--- src/hw/rtl/abamm_pkg.sv ---
// ----------------------------------------------------------------------------
// abamm_pkg
// Shared widths, codes and types of the burst averager with min/max tracking.
// ----------------------------------------------------------------------------
package abamm_pkg;

  localparam int FRAME_W  = 16;
  localparam int CODE_W   = 12;
  localparam int CNT_W    = 8;
  localparam int SUM_W    = 20;
  localparam int MODE_W   = 2;
  localparam int SCALED_W = 16;
  localparam int PROD_W   = 2 * CODE_W;
  localparam int STEP_W   = 5;

  // converter full scale in millivolts, temperature sensor offset
  localparam int MV_FULL        = 3300;
  localparam int TEMP_OFFSET_MV = 500;

  localparam logic [CODE_W-1:0] CODE_MAX = {CODE_W{1'b1}};

  // configuration register indexes
  localparam logic REG_AVG_COUNT  = 1'b0;
  localparam logic REG_SCALE_MODE = 1'b1;

  typedef enum logic [MODE_W-1:0] {
    MODE_MV         = 2'd0,
    MODE_SHUNT_MA   = 2'd1,
    MODE_DIVIDER_MV = 2'd2,
    MODE_TEMP_CC    = 2'd3
  } scale_mode_t;

  // one finished burst handed from front to back
  typedef struct packed {
    logic [SUM_W-1:0]  sum;
    logic [CNT_W-1:0]  count;
    logic [CODE_W-1:0] low;
    logic [CODE_W-1:0] high;
    scale_mode_t       mode;
  } job_t;

endpackage

--- src/hw/rtl/abamm_front.sv ---
// ----------------------------------------------------------------------------
// abamm_front
// Accepts frames, drops burst-start frames and accumulates sum, min and max.
// ----------------------------------------------------------------------------
module abamm_front import abamm_pkg::*; (
  input  logic                clk,
  input  logic                rst,
  input  logic                accept,
  input  logic [FRAME_W-1:0]  rx_frame,
  input  logic                first,
  input  logic [CNT_W-1:0]    avg_count,
  input  scale_mode_t         mode,
  output logic                job_valid,
  output job_t                job
);

  logic [CNT_W-1:0]  sample_count;
  logic [SUM_W-1:0]  code_sum;
  logic [CODE_W-1:0] low_code;
  logic [CODE_W-1:0] high_code;

  logic [CODE_W-1:0] code;
  logic [CNT_W-1:0]  target;
  logic [CNT_W-1:0]  count_next;
  logic [SUM_W-1:0]  sum_next;
  logic [CODE_W-1:0] low_next;
  logic [CODE_W-1:0] high_next;
  logic              burst_end;

  // accumulate the current frame
  always_comb begin
    code       = rx_frame[CODE_W-1:0];
    target     = (avg_count == '0) ? CNT_W'(1) : avg_count;
    count_next = sample_count + CNT_W'(1);
    sum_next   = code_sum + SUM_W'(code);
    low_next   = (code < low_code) ? code : low_code;
    high_next  = (code > high_code) ? code : high_code;
    burst_end  = (count_next >= target);
    job_valid  = accept && !first && burst_end;
    job.sum    = sum_next;
    job.count  = count_next;
    job.low    = low_next;
    job.high   = high_next;
    job.mode   = mode;
  end

  // burst state, cleared by a first frame and after each completed burst
  always_ff @(posedge clk) begin
    if (rst) begin
      sample_count <= '0;
      code_sum     <= '0;
      low_code     <= CODE_MAX;
      high_code    <= '0;
    end else if (accept) begin
      if (first || burst_end) begin
        sample_count <= '0;
        code_sum     <= '0;
        low_code     <= CODE_MAX;
        high_code    <= '0;
      end else begin
        sample_count <= count_next;
        code_sum     <= sum_next;
        low_code     <= low_next;
        high_code    <= high_next;
      end
    end
  end

endmodule

--- src/hw/rtl/abamm_queue.sv ---
// ----------------------------------------------------------------------------
// abamm_queue
// Two-entry queue of finished bursts between front and back.
// ----------------------------------------------------------------------------
module abamm_queue import abamm_pkg::*; (
  input  logic clk,
  input  logic rst,
  input  logic wr_en,
  input  job_t wr_job,
  output logic full,
  input  logic rd_en,
  output logic rd_valid,
  output job_t rd_job
);

  job_t       store [2];
  logic       wr_ptr;
  logic       rd_ptr;
  logic [1:0] fill;

  assign full     = (fill == 2'd2);
  assign rd_valid = (fill != 2'd0);
  assign rd_job   = store[rd_ptr];

  // entry storage
  always_ff @(posedge clk) begin
    if (wr_en) begin
      store[wr_ptr] <= wr_job;
    end
  end

  // pointers and fill level
  always_ff @(posedge clk) begin
    if (rst) begin
      wr_ptr <= 1'b0;
      rd_ptr <= 1'b0;
      fill   <= 2'd0;
    end else begin
      if (wr_en) begin
        wr_ptr <= ~wr_ptr;
      end
      if (rd_en) begin
        rd_ptr <= ~rd_ptr;
      end
      if (wr_en && !rd_en) begin
        fill <= fill + 2'd1;
      end else if (rd_en && !wr_en) begin
        fill <= fill - 2'd1;
      end
    end
  end

endmodule

--- src/hw/rtl/abamm_back.sv ---
// ----------------------------------------------------------------------------
// abamm_back
// Divides the burst sum bit-serially, scales the mean and holds the result.
// ----------------------------------------------------------------------------
module abamm_back import abamm_pkg::*; (
  input  logic                       clk,
  input  logic                       rst,
  input  logic                       job_valid,
  input  job_t                       job,
  output logic                       job_pop,
  input  logic                       pop,
  output logic                       empty,
  output logic [CODE_W-1:0]          avg_code,
  output logic [CODE_W-1:0]          min_code,
  output logic [CODE_W-1:0]          max_code,
  output logic signed [SCALED_W-1:0] scaled_value
);

  typedef enum logic [1:0] {
    ST_IDLE,
    ST_DIV,
    ST_MUL,
    ST_SCALE
  } state_t;

  state_t            state;
  logic [SUM_W-1:0]  quo;
  logic [CNT_W-1:0]  rem;
  logic [CNT_W-1:0]  divisor;
  logic [STEP_W-1:0] step;
  logic [CODE_W-1:0] low;
  logic [CODE_W-1:0] high;
  scale_mode_t       mode;
  logic [CODE_W-1:0] avg;
  logic [PROD_W-1:0] prod;
  logic              out_valid;

  logic [CNT_W:0]              rem_shift;
  logic                        fits;
  logic [CNT_W-1:0]            rem_next;
  logic [CODE_W-1:0]           mv;
  logic signed [SCALED_W-1:0]  mv_s;
  logic signed [SCALED_W-1:0]  temp_diff;
  logic signed [SCALED_W-1:0]  scaled;
  logic                        out_load;

  assign empty   = !out_valid;
  assign job_pop = (state == ST_IDLE) && job_valid;

  // one restoring division step
  always_comb begin
    rem_shift = {rem, quo[SUM_W-1]};
    fits      = (rem_shift >= {1'b0, divisor});
    rem_next  = fits ? CNT_W'(rem_shift - {1'b0, divisor}) : rem_shift[CNT_W-1:0];
  end

  // millivolts and unit conversion
  always_comb begin
    mv        = prod[PROD_W-1:CODE_W];
    mv_s      = $signed({{(SCALED_W-CODE_W){1'b0}}, mv});
    temp_diff = mv_s - SCALED_W'(TEMP_OFFSET_MV);
    unique case (mode)
      MODE_MV:         scaled = mv_s;
      MODE_SHUNT_MA:   scaled = mv_s;
      MODE_DIVIDER_MV: scaled = mv_s <<< 1;
      MODE_TEMP_CC:    scaled = (temp_diff <<< 3) + (temp_diff <<< 1);
      default:         scaled = mv_s;
    endcase
    out_load = (state == ST_SCALE) && (!out_valid || pop);
  end

  // sequencer and result register
  always_ff @(posedge clk) begin
    if (rst) begin
      state     <= ST_IDLE;
      out_valid <= 1'b0;
      step      <= '0;
    end else begin
      unique case (state)
        ST_IDLE: begin
          if (job_valid) begin
            quo     <= job.sum;
            rem     <= '0;
            divisor <= job.count;
            low     <= job.low;
            high    <= job.high;
            mode    <= job.mode;
            step    <= '0;
            state   <= ST_DIV;
          end
        end
        ST_DIV: begin
          quo  <= {quo[SUM_W-2:0], fits};
          rem  <= rem_next;
          step <= step + STEP_W'(1);
          if (step == STEP_W'(SUM_W - 1)) begin
            state <= ST_MUL;
          end
        end
        ST_MUL: begin
          avg   <= quo[CODE_W-1:0];
          prod  <= {{CODE_W{1'b0}}, quo[CODE_W-1:0]} * PROD_W'(MV_FULL);
          state <= ST_SCALE;
        end
        ST_SCALE: begin
          if (out_load) begin
            state <= ST_IDLE;
          end
        end
        default: state <= ST_IDLE;
      endcase

      // result slot: filled by the last step, freed by a transfer
      if (out_load) begin
        out_valid    <= 1'b1;
        avg_code     <= avg;
        min_code     <= low;
        max_code     <= high;
        scaled_value <= scaled;
      end else if (pop) begin
        out_valid <= 1'b0;
      end
    end
  end

endmodule

--- src/hw/rtl/adc_burst_average_min_max_top.sv ---
// A burst-ending frame enters the burst queue; the back end dequeues it and
// runs 20 bit-serial division steps, a multiply and a scale on it.
// Throughput: one frame per cycle while the two-entry burst queue has room;
// the back end takes a new burst only once the last result is loaded.
// Reset: synchronous rst clears the burst, the queue and the result slot,
// and loads avg_count 10 and scale_mode 0. No clearing pass.
// ----------------------------------------------------------------------------
// adc_burst_average_min_max_top
// Burst averager with min/max tracking and unit scaling for a 12-bit ADC.
// ----------------------------------------------------------------------------
module adc_burst_average_min_max_top import abamm_pkg::*; (
  input  logic                       clk,
  input  logic                       rst,
  // input queue side
  input  logic                       push,
  output logic                       full,
  input  logic [FRAME_W-1:0]         rx_frame,
  input  logic                       first,
  // result slot side
  output logic                       empty,
  input  logic                       pop,
  output logic [CODE_W-1:0]          avg_code,
  output logic [CODE_W-1:0]          min_code,
  output logic [CODE_W-1:0]          max_code,
  output logic signed [SCALED_W-1:0] scaled_value,
  // configuration
  input  logic                       psel,
  input  logic                       penable,
  input  logic                       pwrite,
  input  logic [2:0]                 paddr,
  input  logic [31:0]                pwdata,
  output logic [31:0]                prdata,
  output logic                       pready
);

  logic [CNT_W-1:0] avg_count;
  scale_mode_t      scale_mode;
  logic             accept;
  logic             fr_job_valid;
  job_t             fr_job;
  logic             q_valid;
  job_t             q_job;
  logic             q_pop;

  assign pready = 1'b1;
  assign accept = push && !full;

  // configuration registers
  always_ff @(posedge clk) begin
    if (rst) begin
      avg_count  <= CNT_W'(10);
      scale_mode <= MODE_MV;
    end else if (psel && penable && pwrite && pready) begin
      unique case (paddr[2])
        REG_AVG_COUNT:  avg_count  <= pwdata[CNT_W-1:0];
        REG_SCALE_MODE: scale_mode <= scale_mode_t'(pwdata[MODE_W-1:0]);
        default: ;
      endcase
    end
  end

  // register readback
  always_comb begin
    unique case (paddr[2])
      REG_AVG_COUNT:  prdata = {{(32-CNT_W){1'b0}}, avg_count};
      REG_SCALE_MODE: prdata = {{(32-MODE_W){1'b0}}, scale_mode};
      default:        prdata = '0;
    endcase
  end

  abamm_front u_front (
    .clk       (clk),
    .rst       (rst),
    .accept    (accept),
    .rx_frame  (rx_frame),
    .first     (first),
    .avg_count (avg_count),
    .mode      (scale_mode),
    .job_valid (fr_job_valid),
    .job       (fr_job)
  );

  abamm_queue u_queue (
    .clk      (clk),
    .rst      (rst),
    .wr_en    (fr_job_valid),
    .wr_job   (fr_job),
    .full     (full),
    .rd_en    (q_pop),
    .rd_valid (q_valid),
    .rd_job   (q_job)
  );

  abamm_back u_back (
    .clk          (clk),
    .rst          (rst),
    .job_valid    (q_valid),
    .job          (q_job),
    .job_pop      (q_pop),
    .pop          (pop),
    .empty        (empty),
    .avg_code     (avg_code),
    .min_code     (min_code),
    .max_code     (max_code),
    .scaled_value (scaled_value)
  );

endmodule
--- config.mk ---
export PLATFORM = sky130hd
export DESIGN_NAME = adc_burst_average_min_max_top
export DESIGN_NICKNAME = d
export VERILOG_FILES = /design/src/hw/rtl/abamm_pkg.sv /design/src/hw/rtl/abamm_front.sv /design/src/hw/rtl/abamm_queue.sv /design/src/hw/rtl/abamm_back.sv /design/src/hw/rtl/adc_burst_average_min_max_top.sv
export SDC_FILE = /design/constraint.sdc
export NUM_CORES = 1
export LEC_CHECK = 0
export BUFFER_PORTS_ARGS = -buffer_cell sky130_fd_sc_hd__buf_2
export CAP_MARGIN = 5
export CORE_ASPECT_RATIO = 2
export CORE_UTILIZATION = 45
export CTS_CLUSTER_DIAMETER = 50
export DETAILED_ROUTE_END_ITERATION = 7
export HOLD_SLACK_MARGIN = 0.15
export PLACE_DENSITY_LB_ADDON = 0.05
export SYNTH_ARGS = -nofsm -noshare
export SYNTH_HDL_FRONTEND = slang
export SYNTH_SLANG_ARGS = --single-unit
--- constraint.sdc ---
create_clock -name clk -period 6.4 [get_ports clk]
set_input_delay 0.32 -clock clk [delete_from_list [all_inputs] [get_ports clk]]
set_output_delay 0.32 -clock clk [all_outputs]
set_load 0.02 [all_outputs]
# Yosys cells after proc, flatten, opt, wreduce, memory -nomap -nowiden
# Memories as Yosys holds them, arrays and structs flattened. A register that Yosys moved wholly into a read port is not among the register bits.
# Cells that the tools add are included.
# op_classes
reduce_logical	32
div_mod_pow	0
n_eq_ne	11
n_addsub	8
multipliers	1
order_cmp	4
shift	0
muxes	28
bitwise	4
# op_table
op	n
one-hot mux 32 bit (2 select lines)	1
2-to-1 mux 12 bit	4
one-hot mux 16 bit (3 select lines)	1
2-to-1 mux 20 bit	2
one-hot mux 20 bit (2 select lines)	1
2-to-1 mux 8 bit	4
multiplier 12 x 10 -> 22 bit (second input constant)	1
adder 20 x 12 -> 20 bit	1
adder 16 bit	1
one-hot mux 8 bit (2 select lines)	1
subtractor 12 x 9 -> 13 bit (second input constant)	1
> comparator 12 bit	1
< comparator 12 bit	1
equality test 2 bit (second input constant)	5
2-to-1 mux 2 bit	5
one-hot mux 5 bit (2 select lines)	1
AND reduction 2 bit	5
greater-or-equal comparator 9 x 8 -> 1 bit	1
logical AND 1 bit	9
AND reduction 3 bit	3
adder 8 x 1 -> 8 bit (second input constant)	1
greater-or-equal comparator 8 bit	1
logical NOT 8 bit	1
one-hot mux 2 bit (4 select lines)	1
15 further kinds	35
# totals
out_inout_bits	87
memories	1
rom_bits	0
latch_bits	0
mem_bits_rw	108
register_bits	222
elab_cells	113
# memory_table
name	words	width	read_ports	rd_ports_with_merged_regs	write_ports	line	rtl
u_queue.store	2	54	1	1	1	abamm_queue.sv:16	job_t store [2];

# Logic depth before layout (Yosys ltp)
# logic_depth
depth_word	9
ltp_mapped	18

# Cells and area by module
# Synthesis repeated with hierarchy kept, for this count alone.
# hier_totals
hier_cells	1331
area_unflattened_um2	16822.4
# by_module_without_submodules
mod	area_each_um2	n_inst	cells_each
abamm_back	8351.8	1	637
abamm_queue	4122.7	1	190
abamm_front	3611.0	1	423
adc_burst_average_min_max_top	737.0	1	81

# Worst setup path before layout
# Ideal clock, no wire load.
# synth_path
kind	in2reg
start	input rst
end	register u_back.avg_code[0], enable pin
cell_stages	3
setup_slack_ns	1.290
n_path_buf	2
setup_ns	0.537
arrival_time_ns	4.573
required_time_ns	5.863
cell_sequence	clkbuf_1 -> clkbuf_1 -> nor3b_1
# synth_via
elab_chain_cells	2
# synth_rtl
element	line	rtl
from (decl)	adc_burst_average_min_max_top.sv:13	input logic rst,
inverter 1 bit (no line)	n/a	
AND reduction 2 bit (no line)	n/a	
to (signal assigned)	abamm_back.sv:116	avg_code <= avg;
to (decl)	abamm_back.sv:13	output logic [CODE_W-1:0] avg_code,
# Every way passes these cells.
# A chain may end at the register's enable or synchronous reset.

# Worst setup path after layout
# layout_path
start	register u_back.quo[2]
end	register u_back.prod[23] (data pin)
# layout_via
elab_chain_cells	1
# layout_rtl
element	line	rtl
from (decl)	abamm_back.sv:27	logic [SUM_W-1:0] quo;
from (signal assigned)	abamm_back.sv:82	quo <= job.sum;
from (signal assigned)	abamm_back.sv:93	quo <= {quo[SUM_W-2:0], fits};
multiplier 12 x 10 -> 22 bit	abamm_back.sv:102	prod <= {{CODE_W{1'b0}}, quo[CODE_W-1:0]} * PROD_W'(MV_FULL);
to (signal assigned)	abamm_back.sv:102	
to (decl)	abamm_back.sv:35	logic [PROD_W-1:0] prod;
# Every way passes these cells.

==> reports/metrics.yaml <==
sta:
  drv_slew: 0
  whs_ns: 0.161
  setup_viol: 0
  finalClockSkew_ns: 0.0107
  max_slew_margin_pct: 24.7
  period_share_pct: 79.7
  worst_slack_ns: 1.30
  setup_tns_ns: 0
  period_minus_slack_ns: 5.10
  fmax_mhz: 196
  worstMarginPinSlew_ns: 1.13
  final_hold_viol_count: 0
  rsz0062_at_grt: "false"
drt:
  vias_per_cell: 5.25
  via_count: 9923
  avgRoutedWirePerCell_um: 18.6
  ant_nets: 0
  drc: 0
  drt_first_iter_violations: 404
  dr.pass1.iters: 4
  finalWirelength_um: 35200
clock_tree:
  cts_setup_buffers: 0
  clockRootBuffer: "clkbuf_16"
  clock_path_buffers: 3
  worstSkewPairLatency_ns: 0.57
  numCtsBuffers: 30
  clkSlewWorstSetupHoldPaths_ns: 0.06
  post_cts_resized: 0
  cts_tree: "built"
  htreeDepth: 1
  clock-sinks: 321
logic_synthesis:
  synth-edff-count: 246
  async_reset_ff_share_pct: 0
  synth_area_sq_um: 16400
  syn-instance-count: 1304
  synth_top_area_share_pct: 44.9
  ys_types: 67
  yosys.area.top_type: "edfxtp_1"
  synth.yosys.seq_area_share_pct: 54.1
  yosysWarningCount: 0
  ys_ff_latch: 321
  synth.avg_cell_area_sq_um: 12.6
  synth_flop_cell: "edfxtp_1"
  ys_top_cells_by_area: "edfxtp_1 (45%), ha_1 (11%), dfxtp_1 (9.1%), fa_1 (3.8%), mux2_2 (3.5%)"
floorplanning:
  initial_core_util_pct: 45.9
  ios: 146
  dieArea_sq_um: 37300
  coreArea_sq_um: 35800
  die_x_um: 137
  std_cell_rows: 98
  die_y_um: 272
pwr:
  leakagePower_nw: 7.52
  vdd_ir_drop_max_mv: 0.573
  power_mw: 11.5
  cellPowerDensity_nw_per_um2: 622
placement:
  dp_hpwl_um: 25400
  place_congestion: 0.829
  pre_cts_slack_ns: 1.25
  placed_cell_area_sq_um: 17300
  dp_cells: 1816
  io_buffers: 90
setup_path:
  critical_path_class: "flip-flop to flip-flop"
  cp_slowest_cell: "fa_1"
  cp-end-kind: "flip-flop"
  worstPathArrival_ns: 5.41
  critical_path_buf_inv_count: 2
  cp_max_fo: 6
  cp_cell_sequence: "ha_1 -> xor2_1 -> ha_1 -> fa_1 -> fa_1 -> inv_1 -> fa_1 -> inv_1 -> ha_1 -> a21oi_1 -> o21ai_1 -> nor2_1 -> o21ai_1 -> o41ai_4 -> nand2_2 -> a221o_1 -> xnor2_1"
  cpLargestDelayFamily: "adder cells"
  critical_path_required_ns: 6.71
  cpPeakStageDelay_ns: 0.54
  cp-start-kind: "flip-flop"
layout:
  synthToLayoutAreaGrowth_pct: 12.1
  final_util_pct: 51.5
  final_nets: 1651
  diodes: 0
  finalNonFillerCells: 1891
  fillers: 3228
  layout-drive-gt1-share_pct: 15.2
  fin_area_sq_um: 18400
global_routing:
  gr-total-overflow: 0
  grt_first_pass_wirelength_um: 54900
  grtUsageTotal_pct: 19.5
  grt_max_degree: 56
  grt_pass1_vias: 10300
  antenna_found_initial: 0
hold_path:
  hp-class: "input pin to flip-flop"
status:
  status: "completed"
run:
  cap_violations: 0
[where the power goes]
| group | switching (mW) | internal, mW |
|---|---|---|
| Sequential | 0.195 | 2.89 |
| Combinational | 3.63 | 3.00 |
| Clock | 0.786 | 0.971 |
[logic make-up after synthesis]
kind of cell | synth area share, %
AOI/OAI and AO/OA | 9.58
DFF | 54.1
muxes | 6.46
other | 0.0457
xor gates and xnor gates | 3.46
buffers and inverters | 4.59
and+or+nand+nor | 7.06
adders and majority gates | 14.7
[layer usage]
metal / share of wire, % / wire length [um] / GRT usage, %
met1: 36 / 12600 / 19.2
met2: 59 / 20700 / 40.2
met3: 2.7 / 939 / 1.92
met4: 2.8 / 995 / 6.91
met5: 0 / 0 / 0
[cell usage in the layout, fill, tap and decap left out, drive strengths merged, types with 6 or more instances in the layout]
master,instances
o21a,6
nand2b,11
clkbuf,39
edfxtp,246
xor2,22
mux2,57
nor2b,19
o21ai,58
a21oi,52
nor3,8
o22a,12
a22oi,12
dfxtp,75
a21o,32
mux2i,42
dlygate4sd3,19
nand2,54
buf,100
nand3,8
nor2,97
xnor2,43
inv,111
fa,31
and3,8
nand4,16
or3,8
clkinv,12
ha,144
a22o,15
conb,25
[Yosys cell counts, drive strengths merged, types with 5 or more instances]
library cell,instances
a31oi,5
nor2b,19
nand2,54
dfxtp,75
a21oi,52
a21o,32
or3,8
a22o,15
inv,109
a211oi,5
a22oi,12
and3,8
mux2,57
o21a,6
xor2,22
ha,144
nand4,16
o22a,12
fa,31
mux2i,42
nor3,8
buf,37
clkbuf,24
o21ai,58
nand2b,11
nand3,8
xnor2,43
nor2,97
edfxtp,246
[worst paths after layout]
| path | startpoint | endpoint | slack, ns | cells after the start |
|---|---|---|---|---|
| setup / recovery | u_back.quo[2] | u_back.prod[23] | 1.30 | 17 |
| hold / removal | rx_frame[10] | u_front.high_code[10] | 0.16 | 2 |
| setup reg to reg | u_back.quo[2] | u_back.prod[23] | 1.30 | 17 |
| hold reg to reg | u_back.avg[3] | u_back.avg_code[3] | 0.42 | 0 |
[registers in the layout, indices dropped and copies added, names as in the netlist, 12 cells and up, named ones only]
name                 cells
u_back.avg_code         12
u_front.code_sum        20
u_back.low              12
u_queue.store          108
u_front.low_code        12
u_back.max_code         12
u_back.scaled_value     16
u_back.min_code         12
u_back.prod             12
u_front.high_code       12
u_back.quo              20
u_back.avg              12
u_back.high             12
[cell type report]
cell class / count / area (sq um) / area share [%]
Multi-Input combinational cell: 836 / 6910 / 37.5
Tap cell: 450 / 563 / 3.05
Clock inverter: 17 / 143 / 0.774
Inverter: 109 / 409 / 2.22
Sequential cell: 321 / 8890 / 48.2
Timing Repair Buffer: 119 / 716 / 3.88
Clock buffer: 39 / 806 / 4.37
[repair_timing]
item | 4_1_cts | 5_1_grt
endpoints found under the hold margin | 29 | 0
endpoints found under the setup margin | 0 | 0
hold buffers | 19 | 0
Power figures use the tool's default switching activity.
